### config.mk
export PLATFORM = sky130hd
export DESIGN_NAME = satellite_stream_receiver_regs
export DESIGN_NICKNAME = d
export VERILOG_FILES = /design/src/rtl/ssr_pkg.sv /design/src/rtl/ssr_stream.sv /design/src/rtl/satellite_stream_receiver_regs.sv
export SDC_FILE = /design/constraint.sdc
export NUM_CORES = 1
export LEC_CHECK = 0
export BUFFER_PORTS_ARGS = -buffer_cell sky130_fd_sc_hd__buf_2
export CAP_MARGIN = 30
export CORE_MARGIN = 2
export CORE_UTILIZATION = 60
export CTS_CLUSTER_DIAMETER = 120
export DETAILED_ROUTE_END_ITERATION = 7
export PLACE_DENSITY_LB_ADDON = 0.2
export SKIP_CTS_REPAIR_TIMING = 1
export SYNTH_ARGS = -nofsm -noshare
export SYNTH_HDL_FRONTEND = slang
export SYNTH_SLANG_ARGS = --single-unit
### constraint.sdc
create_clock -name clk -period 3.7 [get_ports clk]
set_clock_uncertainty 0.05 [all_clocks]
set_input_delay 0.74 -clock clk [delete_from_list [all_inputs] [get_ports clk]]
set_output_delay 0.74 -clock clk [all_outputs]
set_load 0.05 [all_outputs]
### src/rtl/ssr_pkg.sv
package ssr_pkg;

    typedef enum logic [1:0] {
        MODE_TICK  = 2'd0,
        MODE_READ  = 2'd1,
        MODE_WRITE = 2'd2,
        MODE_IDLE  = 2'd3
    } mode_t;

    // Register offsets inside one stream's six-register group.
    localparam logic [2:0] REG_CHAN_LO = 3'd0;
    localparam logic [2:0] REG_CHAN_HI = 3'd1;
    localparam logic [2:0] REG_PCOUNT  = 3'd2;
    localparam logic [2:0] REG_PLATCH  = 3'd3;
    localparam logic [2:0] REG_DLATCH  = 3'd4;
    localparam logic [2:0] REG_STATUS  = 3'd5;

    // Window offsets of the stream groups and the shared registers.
    localparam logic [4:0] ADDR_STREAM1   = 5'd6;
    localparam logic [4:0] ADDR_SHARED    = 5'd12;
    localparam logic [4:0] ADDR_LED       = 5'd12;
    localparam logic [4:0] ADDR_UNKNOWN   = 5'd13;
    localparam logic [4:0] ADDR_GSTATUS   = 5'd14;
    localparam logic [4:0] ADDR_SOUNDLINK = 5'd15;
    localparam logic [4:0] ADDR_SERIAL0   = 5'd16;
    localparam logic [4:0] ADDR_SERIAL1   = 5'd17;

    localparam logic [7:0] GSTATUS_VALUE   = 8'h10;
    localparam logic [7:0] SOUNDLINK_RESET = 8'h80;
    localparam logic [7:0] LED_MASK        = 8'h0F;
    localparam logic [7:0] CHAN_HI_MASK    = 8'h3F;
    localparam logic [7:0] FLAG_FIRST      = 8'h10;
    localparam logic [7:0] FLAG_LAST       = 8'h80;

    localparam logic [1:0] LOAD_NONE  = 2'd0;
    localparam logic [1:0] LOAD_FILE  = 2'd1;
    localparam logic [1:0] LOAD_RETRY = 2'd2;

    typedef struct packed {
        mode_t       mode;
        logic        sel;
        logic [2:0]  reg_idx;
        logic [7:0]  wdata;
        logic        dbg;
        logic [15:0] fp;
        logic [15:0] fpf;
        logic [7:0]  fbyte;
        logic [55:0] snap;
        logic        clr_status;
    } ssr_req_t;

    typedef struct packed {
        logic [7:0]  rdata;
        logic        taken;
        logic [1:0]  load;
        logic [15:0] chan;
        logic [15:0] count;
    } ssr_resp_t;

endpackage

### src/rtl/ssr_stream.sv
module ssr_stream #(
    parameter int PACKET_BYTES = 22,
    parameter int QUEUE_CAP    = 128
) (
    input  logic                clk,
    input  logic                rst_n,
    input  logic                en,
    input  ssr_pkg::ssr_req_t   req,
    output ssr_pkg::ssr_resp_t  resp
);
    import ssr_pkg::*;

    localparam logic [7:0] QCAP     = 8'(QUEUE_CAP);
    localparam logic [7:0] MOD_LAST = 8'(PACKET_BYTES - 1);

    logic [15:0] chan_reg, chan_next;
    logic [15:0] cnt_reg, cnt_next;
    logic        pe_reg, pe_next;
    logic        de_reg, de_next;
    logic [7:0]  pp_reg, pp_next;
    logic [7:0]  dp_reg, dp_next;
    logic [15:0] pl_reg, pl_next;
    logic        ff_reg, ff_next;
    logic [15:0] off_reg, off_next;
    logic [7:0]  mod_reg, mod_next;
    logic [7:0]  pb_reg, pb_next;
    logic [7:0]  status_reg, status_next;
    logic [7:0]  db_reg, db_next;
    logic [55:0] latch_reg, latch_next;
    logic        open_reg, open_next;
    logic [7:0]  rd;
    logic        taken;
    logic [1:0]  load;

    function automatic logic [7:0] time_byte(input logic [15:0] off, input logic [55:0] t);
        logic [7:0] b;
        begin
            unique case (off)
                16'd4:   b = 8'h10;
                16'd5:   b = 8'h01;
                16'd6:   b = 8'h01;
                16'd10:  b = {2'b00, t[5:0]};
                16'd11:  b = {2'b00, t[11:6]};
                16'd12:  b = {2'b00, t[17:12]};
                16'd13:  b = {2'b00, t[23:18]};
                16'd14:  b = {2'b00, t[29:24]};
                16'd15:  b = {2'b00, t[35:30]};
                16'd16:  b = t[43:36];
                16'd17:  b = t[51:44];
                default: b = 8'h00;
            endcase
            return b;
        end
    endfunction

    always_comb
    begin
        logic [7:0] pb;
        logic [7:0] pp_dec;
        logic [15:0] cnt_base;
        chan_next   = chan_reg;
        cnt_next    = cnt_reg;
        pe_next     = pe_reg;
        de_next     = de_reg;
        pp_next     = pp_reg;
        dp_next     = dp_reg;
        pl_next     = pl_reg;
        ff_next     = ff_reg;
        off_next    = off_reg;
        mod_next    = mod_reg;
        pb_next     = pb_reg;
        status_next = status_reg;
        db_next     = db_reg;
        latch_next  = latch_reg;
        open_next   = open_reg;
        rd          = 8'h00;
        taken       = 1'b0;
        load        = LOAD_NONE;
        pb          = 8'h00;
        pp_dec      = pp_reg - 8'd1;
        cnt_base    = cnt_reg;

        unique case (req.mode)
            MODE_TICK:
            begin
                if (pl_reg != 16'd0)
                begin
                    pl_next = pl_reg - 16'd1;
                    if (pe_reg && pp_reg < QCAP)
                        pp_next = pp_reg + 8'd1;
                    if (de_reg && dp_reg < QCAP)
                        dp_next = dp_reg + 8'd1;
                end
            end
            MODE_READ:
            begin
                if (req.sel)
                begin
                    unique case (req.reg_idx)
                        REG_CHAN_LO: rd = chan_reg[7:0];
                        REG_CHAN_HI: rd = chan_reg[15:8];
                        REG_PCOUNT:
                        begin
                            if (pe_reg && de_reg)
                            begin
                                if (pp_reg == 8'd0 && dp_reg == 8'd0 && !req.dbg)
                                begin
                                    off_next = 16'd0;
                                    mod_next = 8'd0;
                                    if (chan_reg == 16'd0)
                                    begin
                                        // Channel zero carries one synthesised time packet.
                                        ff_next = 1'b1;
                                        pl_next = 16'd1;
                                    end
                                    else if (req.fp != 16'd0)
                                    begin
                                        load      = LOAD_FILE;
                                        open_next = 1'b1;
                                        ff_next   = 1'b1;
                                        pl_next   = req.fp;
                                    end
                                    else
                                    begin
                                        load      = LOAD_FILE;
                                        open_next = 1'b0;
                                        if (cnt_reg != 16'd0)
                                        begin
                                            load      = LOAD_RETRY;
                                            cnt_base  = 16'd0;
                                            open_next = (req.fpf != 16'd0);
                                            if (req.fpf != 16'd0)
                                            begin
                                                ff_next = 1'b1;
                                                pl_next = req.fpf;
                                            end
                                        end
                                    end
                                    cnt_next = cnt_base + 16'd1;
                                end
                                rd = pp_reg;
                            end
                        end
                        REG_PLATCH:
                        begin
                            if (pe_reg)
                            begin
                                if (pp_reg != 8'd0 && !req.dbg)
                                begin
                                    if (ff_reg)
                                        pb = pb | FLAG_FIRST;
                                    ff_next = 1'b0;
                                    pp_next = pp_dec;
                                    if (pl_reg == 16'd0 && pp_dec == 8'd0)
                                        pb = pb | FLAG_LAST;
                                    status_next = status_reg | pb;
                                    pb_next     = pb;
                                end
                                rd = pb_next;
                            end
                        end
                        REG_DLATCH:
                        begin
                            if (de_reg)
                            begin
                                if (dp_reg != 8'd0 && !req.dbg)
                                begin
                                    if (chan_reg == 16'd0)
                                    begin
                                        if (off_reg == 16'd0)
                                        begin
                                            latch_next = req.snap;
                                            db_next    = time_byte(off_reg, req.snap);
                                        end
                                        else
                                            db_next = time_byte(off_reg, latch_reg);
                                    end
                                    else if (open_reg)
                                    begin
                                        db_next = req.fbyte;
                                        taken   = 1'b1;
                                    end
                                    off_next = off_reg + 16'd1;
                                    // The position inside the packet restarts when the
                                    // 16-bit offset wraps, since zero is a packet boundary.
                                    if (off_reg == 16'hFFFF || mod_reg == MOD_LAST)
                                        mod_next = 8'd0;
                                    else
                                        mod_next = mod_reg + 8'd1;
                                    if (mod_next == 8'd0)
                                        dp_next = dp_reg - 8'd1;
                                end
                                rd = db_next;
                            end
                        end
                        REG_STATUS:
                        begin
                            rd = status_reg;
                            if (req.clr_status && !req.dbg)
                                status_next = 8'h00;
                        end
                        default: rd = 8'h00;
                    endcase
                end
            end
            MODE_WRITE:
            begin
                if (req.sel)
                begin
                    unique case (req.reg_idx)
                        REG_CHAN_LO:
                        begin
                            if (chan_reg[7:0] != req.wdata)
                                cnt_next = 16'd0;
                            chan_next = {chan_reg[15:8] & CHAN_HI_MASK, req.wdata};
                        end
                        REG_CHAN_HI:
                        begin
                            if (chan_reg[15:8] != (req.wdata & CHAN_HI_MASK))
                                cnt_next = 16'd0;
                            chan_next = {req.wdata, chan_reg[7:0]};
                        end
                        REG_PLATCH:
                        begin
                            pe_next = (req.wdata != 8'h00);
                            pp_next = 8'd0;
                        end
                        REG_DLATCH:
                        begin
                            de_next = (req.wdata != 8'h00);
                            dp_next = 8'd0;
                        end
                        default: ;
                    endcase
                end
            end
            default: ;
        endcase
    end

    always_ff @(posedge clk or negedge rst_n)
    begin
        if (!rst_n)
        begin
            chan_reg   <= '0;
            cnt_reg    <= '0;
            pe_reg     <= 1'b0;
            de_reg     <= 1'b0;
            pp_reg     <= '0;
            dp_reg     <= '0;
            pl_reg     <= '0;
            ff_reg     <= 1'b0;
            off_reg    <= '0;
            mod_reg    <= '0;
            pb_reg     <= '0;
            status_reg <= '0;
            db_reg     <= '0;
            latch_reg  <= '0;
            open_reg   <= 1'b0;
        end
        else if (en)
        begin
            chan_reg   <= chan_next;
            cnt_reg    <= cnt_next;
            pe_reg     <= pe_next;
            de_reg     <= de_next;
            pp_reg     <= pp_next;
            dp_reg     <= dp_next;
            pl_reg     <= pl_next;
            ff_reg     <= ff_next;
            off_reg    <= off_next;
            mod_reg    <= mod_next;
            pb_reg     <= pb_next;
            status_reg <= status_next;
            db_reg     <= db_next;
            latch_reg  <= latch_next;
            open_reg   <= open_next;
        end
    end

    assign resp.rdata = rd;
    assign resp.taken = taken;
    assign resp.load  = load;
    assign resp.chan  = chan_next;
    assign resp.count = cnt_next;

endmodule

### src/rtl/satellite_stream_receiver_regs.sv
// Channel | Handshake            | Payload
// input   | in_valid / in_ready  | mode addr wdata debugger file_packets file_packets_first
//         |                      | file_byte clock_snapshot open_bus
// output  | out_valid / out_ready| rdata byte_taken load_taken stream_index req_channel
//         |                      | req_count
// One beat in, one beat out. A beat is held in the input register, is worked on
// there and lands in the result register, so one beat can be taken every cycle
// while the output does not stall. The update of both streams' registers and of the
// shared registers is the only logic between the two registers. Reset clears all
// stream state and sets soundlink to 0x80. A stall at the output holds the result
// register and, once the input register is also full, drops in_ready.
module satellite_stream_receiver_regs #(
    parameter int PACKET_BYTES = 22,
    parameter int QUEUE_CAP    = 128
) (
    input  logic        clk,
    input  logic        rst_n,
    input  logic        in_valid,
    output logic        in_ready,
    input  logic [1:0]  mode,
    input  logic [4:0]  addr,
    input  logic [7:0]  wdata,
    input  logic        debugger,
    input  logic [15:0] file_packets,
    input  logic [15:0] file_packets_first,
    input  logic [7:0]  file_byte,
    input  logic [55:0] clock_snapshot,
    input  logic [7:0]  open_bus,
    output logic        out_valid,
    input  logic        out_ready,
    output logic [7:0]  rdata,
    output logic        byte_taken,
    output logic [1:0]  load_taken,
    output logic        stream_index,
    output logic [15:0] req_channel,
    output logic [15:0] req_count
);
    import ssr_pkg::*;

    logic        in_valid_reg;
    mode_t       mode_reg;
    logic [4:0]  addr_reg;
    logic [7:0]  wdata_reg;
    logic        dbg_reg;
    logic [15:0] fp_reg;
    logic [15:0] fpf_reg;
    logic [7:0]  fbyte_reg;
    logic [55:0] snap_reg;
    logic [7:0]  obus_reg;

    logic        out_valid_reg;
    logic [7:0]  rdata_reg, rdata_next;
    logic        taken_reg, taken_next;
    logic [1:0]  load_reg, load_next;
    logic        sidx_reg, sidx_next;
    logic [15:0] chan_out_reg, chan_out_next;
    logic [15:0] cnt_out_reg, cnt_out_next;

    logic [3:0]  led_reg, led_next;
    logic [7:0]  soundlink_reg, soundlink_next;

    logic        advance;
    logic        fire;
    logic        bus_access;
    logic        is_stream;
    logic        sidx;
    logic [4:0]  off_sub;
    logic [2:0]  reg_idx;
    ssr_req_t    req0, req1;
    ssr_resp_t   resp0, resp1;

    assign advance  = !out_valid_reg || out_ready;
    assign fire     = in_valid_reg && advance;
    assign in_ready = !in_valid_reg || advance;

    always_ff @(posedge clk or negedge rst_n)
    begin
        if (!rst_n)
            in_valid_reg <= 1'b0;
        else if (in_ready)
            in_valid_reg <= in_valid;
    end

    always_ff @(posedge clk or negedge rst_n)
    begin
        if (!rst_n)
        begin
            mode_reg  <= MODE_IDLE;
            addr_reg  <= '0;
            wdata_reg <= '0;
            dbg_reg   <= 1'b0;
            fp_reg    <= '0;
            fpf_reg   <= '0;
            fbyte_reg <= '0;
            snap_reg  <= '0;
            obus_reg  <= '0;
        end
        else if (in_valid && in_ready)
        begin
            mode_reg  <= mode_t'(mode);
            addr_reg  <= addr;
            wdata_reg <= wdata;
            dbg_reg   <= debugger;
            fp_reg    <= file_packets;
            fpf_reg   <= file_packets_first;
            fbyte_reg <= file_byte;
            snap_reg  <= clock_snapshot;
            obus_reg  <= open_bus;
        end
    end

    // Address decode: on reads and writes, the second stream and everything above it report stream one.
    assign bus_access = (mode_reg == MODE_READ) || (mode_reg == MODE_WRITE);
    assign sidx       = bus_access && (addr_reg >= ADDR_STREAM1);
    assign is_stream  = addr_reg < ADDR_SHARED;
    assign off_sub    = addr_reg - ADDR_STREAM1;
    assign reg_idx    = sidx ? off_sub[2:0] : addr_reg[2:0];

    always_comb
    begin
        req0.mode       = mode_reg;
        req0.sel        = bus_access && !sidx;
        req0.reg_idx    = reg_idx;
        req0.wdata      = wdata_reg;
        req0.dbg        = dbg_reg;
        req0.fp         = fp_reg;
        req0.fpf        = fpf_reg;
        req0.fbyte      = fbyte_reg;
        req0.snap       = snap_reg;
        req0.clr_status = led_reg[0];
        req1            = req0;
        req1.sel        = bus_access && sidx && is_stream;
    end

    ssr_stream #(
        .PACKET_BYTES (PACKET_BYTES),
        .QUEUE_CAP    (QUEUE_CAP)
    ) u_stream0 (
        .clk   (clk),
        .rst_n (rst_n),
        .en    (fire),
        .req   (req0),
        .resp  (resp0)
    );

    ssr_stream #(
        .PACKET_BYTES (PACKET_BYTES),
        .QUEUE_CAP    (QUEUE_CAP)
    ) u_stream1 (
        .clk   (clk),
        .rst_n (rst_n),
        .en    (fire),
        .req   (req1),
        .resp  (resp1)
    );

    always_comb
    begin
        led_next       = led_reg;
        soundlink_next = soundlink_reg;
        rdata_next     = 8'h00;
        if (mode_reg == MODE_READ)
        begin
            priority if (is_stream)
                rdata_next = resp0.rdata | resp1.rdata;
            else if (addr_reg == ADDR_LED)
                rdata_next = {4'h0, led_reg};
            else if (addr_reg == ADDR_UNKNOWN || addr_reg == ADDR_SERIAL0
                     || addr_reg == ADDR_SERIAL1)
                rdata_next = 8'h00;
            else if (addr_reg == ADDR_GSTATUS)
                rdata_next = GSTATUS_VALUE;
            else if (addr_reg == ADDR_SOUNDLINK)
                rdata_next = soundlink_reg;
            else
                rdata_next = obus_reg;
        end
        else if (mode_reg == MODE_WRITE)
        begin
            if (addr_reg == ADDR_LED)
                led_next = 4'(wdata_reg & LED_MASK);
            else if (addr_reg == ADDR_SOUNDLINK)
                soundlink_next = wdata_reg;
        end
        taken_next    = resp0.taken | resp1.taken;
        load_next     = resp0.load | resp1.load;
        sidx_next     = sidx;
        chan_out_next = sidx ? resp1.chan : resp0.chan;
        cnt_out_next  = sidx ? resp1.count : resp0.count;
    end

    always_ff @(posedge clk or negedge rst_n)
    begin
        if (!rst_n)
        begin
            led_reg       <= '0;
            soundlink_reg <= SOUNDLINK_RESET;
            out_valid_reg <= 1'b0;
        end
        else
        begin
            if (fire)
            begin
                led_reg       <= led_next;
                soundlink_reg <= soundlink_next;
            end
            if (advance)
                out_valid_reg <= fire;
        end
    end

    always_ff @(posedge clk)
    begin
        if (fire)
        begin
            rdata_reg    <= rdata_next;
            taken_reg    <= taken_next;
            load_reg     <= load_next;
            sidx_reg     <= sidx_next;
            chan_out_reg <= chan_out_next;
            cnt_out_reg  <= cnt_out_next;
        end
    end

    assign out_valid    = out_valid_reg;
    assign rdata        = rdata_reg;
    assign byte_taken   = taken_reg;
    assign load_taken   = load_reg;
    assign stream_index = sidx_reg;
    assign req_channel  = chan_out_reg;
    assign req_count    = cnt_out_reg;

endmodule

==> out/qor.csv <==
stage,metric,value,unit
drt,drcViolationCount,0,
run_status,status,"complete, no violations",
worst_setup_path,cp_max_fo,9,
finish,final_cells,3581,
worst_setup_path,crit_path_start_kind,flop,
sta,hold_viol,0,
sta,rsz0062_at_grt,no,
sta,fmax,282,MHz
drt,drt_iter0_drc,3009,
finish,final_cell_mix,"450 x dfrtp_1, 290 x mux2_2, 227 x nor2_1, 171 x nand2_1, 164 x buf_2",
synth,ys_warn_count,0,
finish,area_delta_synth_final,14.9,%
power_and_ir_drop,p_per_area,550,nW/um2
floorplanning,die_w,218,um
finish,antenna_cells,0,
global_route,grt_util_all_layers,0.364,
power_and_ir_drop,clock_power_share,0.308,
floorplanning,die_h,218,um
place,io_buffer_count,165,
sta,tns,0,ps
power_and_ir_drop,p_seq_frac,0.401,
clocking,cts_sinks,498,
synth,yosys.area.top_type,dfrtp_1,
finish,nets,3108,
sta,setup_violations,0,
worst_setup_path,crit_top_cell,buf_4,
clocking,cts_tree,done,
job,drv_cap,0,
synth,netlist.area_leader.share,0.409,
power_and_ir_drop,p_sw,0.00624,W
floorplanning,io_pins,170,
floorplanning,initial_core_util,0.608,
worst_setup_path,path_delay_family,compound AO/OA/AOI/OAI gates,
global_route,grt_pass1_vias,23168,
finish,finalInstanceArea,31700,um2
worst_setup_path,critical-path-slowest-cell,dfstp_2,
worst_setup_path,crit_chain,"inv_1, ha_1, buf_4, nand3_1, a21oi_1, o21ai_0, a211o_1, o21bai_1, a221oi_1, buf_4, a31oi_1",
power_and_ir_drop,swShare,0.358,
worst_setup_path,worstSetupPathType,flop to flop,
synth,synth_compound_area_frac,0.165,
synth,yosys.area_share.adder,0.0200,
drt,viasPerCell,6.67,
sta,tightest_slew,852,ps
worst_setup_path,slowest_delay,560,ps
sta,period_share,0.958,
synth,synth_nets,2890,
synth,synth-simple-area-share,0.173,
clocking,clk_pin_slew,60,ps
floorplanning,dieArea,47700,um2
synth,ys_seq_elements,498,
place,routabilityCongestion,0.998,
place,dpl.cell_count,3487,
power_and_ir_drop,p_int,0.0112,W
drt,ant_nets,0,
drt,wl,86700,um
floorplanning,core,45400,um2
power_and_ir_drop,p_leak,13.8,nW
min_path,hp-class,input pin to async pin,
clocking,clk_latency,620,ps
synth,synth_xor_area_frac,0.0203,
clocking,clock_path_buffers,3,
clocking,root_buffer,clkbuf_16,
synth,ys_seq_area_frac,0.460,
global_route,grt_start_max_net_pins,92,
power_and_ir_drop,peakVddDrop,0.464,mV
synth,ys_types,95,
global_route,grt_overflow_total,0,
synth,synth_edf_count,44,
sta,period_needed,3540,ps
global_route,grt_pass1_wl,134000,um
worst_setup_path,required,4000,ps
synth,synthMuxAreaShare,0.129,
synth,synthFlopType,dfrtp_1,
worst_setup_path,crit_buf_inv,3,
clocking,cts_buffers,52,
global_route,antenna_found_initial,0,
sta,drv_slew,0,
synth,syn_area,27600,um2
drt,first_pass_iters,7,
clocking,cts-htree-levels,2,
power_and_ir_drop,p_comb_frac,0.291,
finish,drive_gt1_frac,0.257,
place,post-dp-hpwl,63900,um
synth,synth_top_family_by_area,simple AND/OR/NAND/NOR gates,
sta,max_slew_margin,0.432,
synth,yosys-top-cells-area,"dfrtp_1 41%, mux2_2 12%, edfxtp_1 4.8%, nor2_1 3.1%, a21oi_1 2.5%",
synth,synthCells,2723,
drt,post_drt_wl_per_cell,24.2,um
worst_setup_path,crit_arrival,3850,ps
finish,final_common_cell,dfrtp_1,
floorplanning,num_rows,78,
place,placed_area,29900,um2
drt,vias,23885,
synth,syn_avg_cell_area,10.1,um2
worst_setup_path,worstSetupEndpointType,flop,
synth,synthArstFlopShare,0.912,
layer usage:
layer,routed length [um],part of all wire,vias to the layer above,track usage
met4,3940,0.045,0,0.157
met5,0,0,-,0
li1,-,-,10673,-
met2,42000,0.48,1096,0.598
met3,6220,0.072,231,0.0554
met1,34500,0.40,11885,0.480
path summary, 6_finish.rpt:
check,startpoint,end,slack (ps),cells after the start
worst max-delay path,mode_reg[0],req_count[13],160,11
worst min-delay path,rst_n,u_stream0.cnt_reg[15],70,1
worst max register to register,mode_reg[0],req_count[13],160,11
worst min register to register,u_stream0.pb_reg[2],u_stream0.pb_reg[2],440,1
max in group asynchronous,rst_n,u_stream1.chan_reg[14],2460,3
min in group clk,debugger,dbg_reg,300,2
worst register-to-register path, delay by kind of cell (launching register included):
kind                       cells  cell delay, ps
AOI/OAI and AO/OA              6            1750
adders and majority gates      1             400
buffers and inverters          3             460
DFF                            1             560
and+or+nand+nor                1              70
kinds of logic after synthesis:
group / after synthesis
AO/OA/AOI/OAI: 658
XOR/XNOR: 64
adder cells (fa/ha/maj): 43
buffers and inverters: 231
flip-flops: 498
multiplexers: 318
AND/OR/NAND/NOR: 911
area by class of cell:
cell class | count | area (um2)
clock buffer | 73 | 1490
clock inverter | 21 | 249
fill | 3449 | 13700
inverter | 56 | 210
multi-input combinational | 1994 | 14000
sequential | 498 | 12700
tap | 600 | 751
timing repair buffer | 339 | 2290
synth_stat cells, drive strengths merged, types with 13 or more instances:
| library cell | n |
|---|---|
| o31ai | 24 |
| mux2i | 27 |
| inv | 55 |
| o21ai | 133 |
| nor2b | 22 |
| mux2 | 291 |
| nand2 | 172 |
| and2 | 32 |
| a31oi | 37 |
| xnor2 | 51 |
| buf | 37 |
| ha | 41 |
| edfxtp | 44 |
| o22ai | 23 |
| nand2b | 26 |
| nand4 | 50 |
| xor2 | 13 |
| nand3 | 84 |
| a211oi | 25 |
| o211ai | 19 |
| o221ai | 19 |
| nor2 | 229 |
| dfrtp | 451 |
| nor3 | 79 |
| clkbuf | 138 |
| a22oi | 30 |
| or3 | 27 |
| nor4 | 67 |
| and3 | 36 |
| a211o | 13 |
| a221oi | 18 |
| a22o | 30 |
| or4 | 15 |
| a21oi | 140 |
| a21o | 21 |
metrics by stage:
step	utilization	hold WS (ps)	power [W]	setup WS, ps
after global routing	0.698	132	0.0182	22.0
after detailed placement	0.660	419	0.0120	128
after global placement	0.660	414	0.0118	173
after floorplan	-	394	0.0100	456
after CTS	0.698	107	0.0174	117
final	0.698	69.7	0.0174	157
power by group through the flow:
stage               combinational [W]  clock, W  sequential [W]
finish                        0.00508   0.00537         0.00698
global placement              0.00482         0         0.00700
CTS                           0.00499   0.00543         0.00695
floorplan                     0.00312         0         0.00692
detailed placement            0.00496         0         0.00705
global route                  0.00545   0.00565         0.00706
No activity file was read; power rests on OpenSTA's default activity.
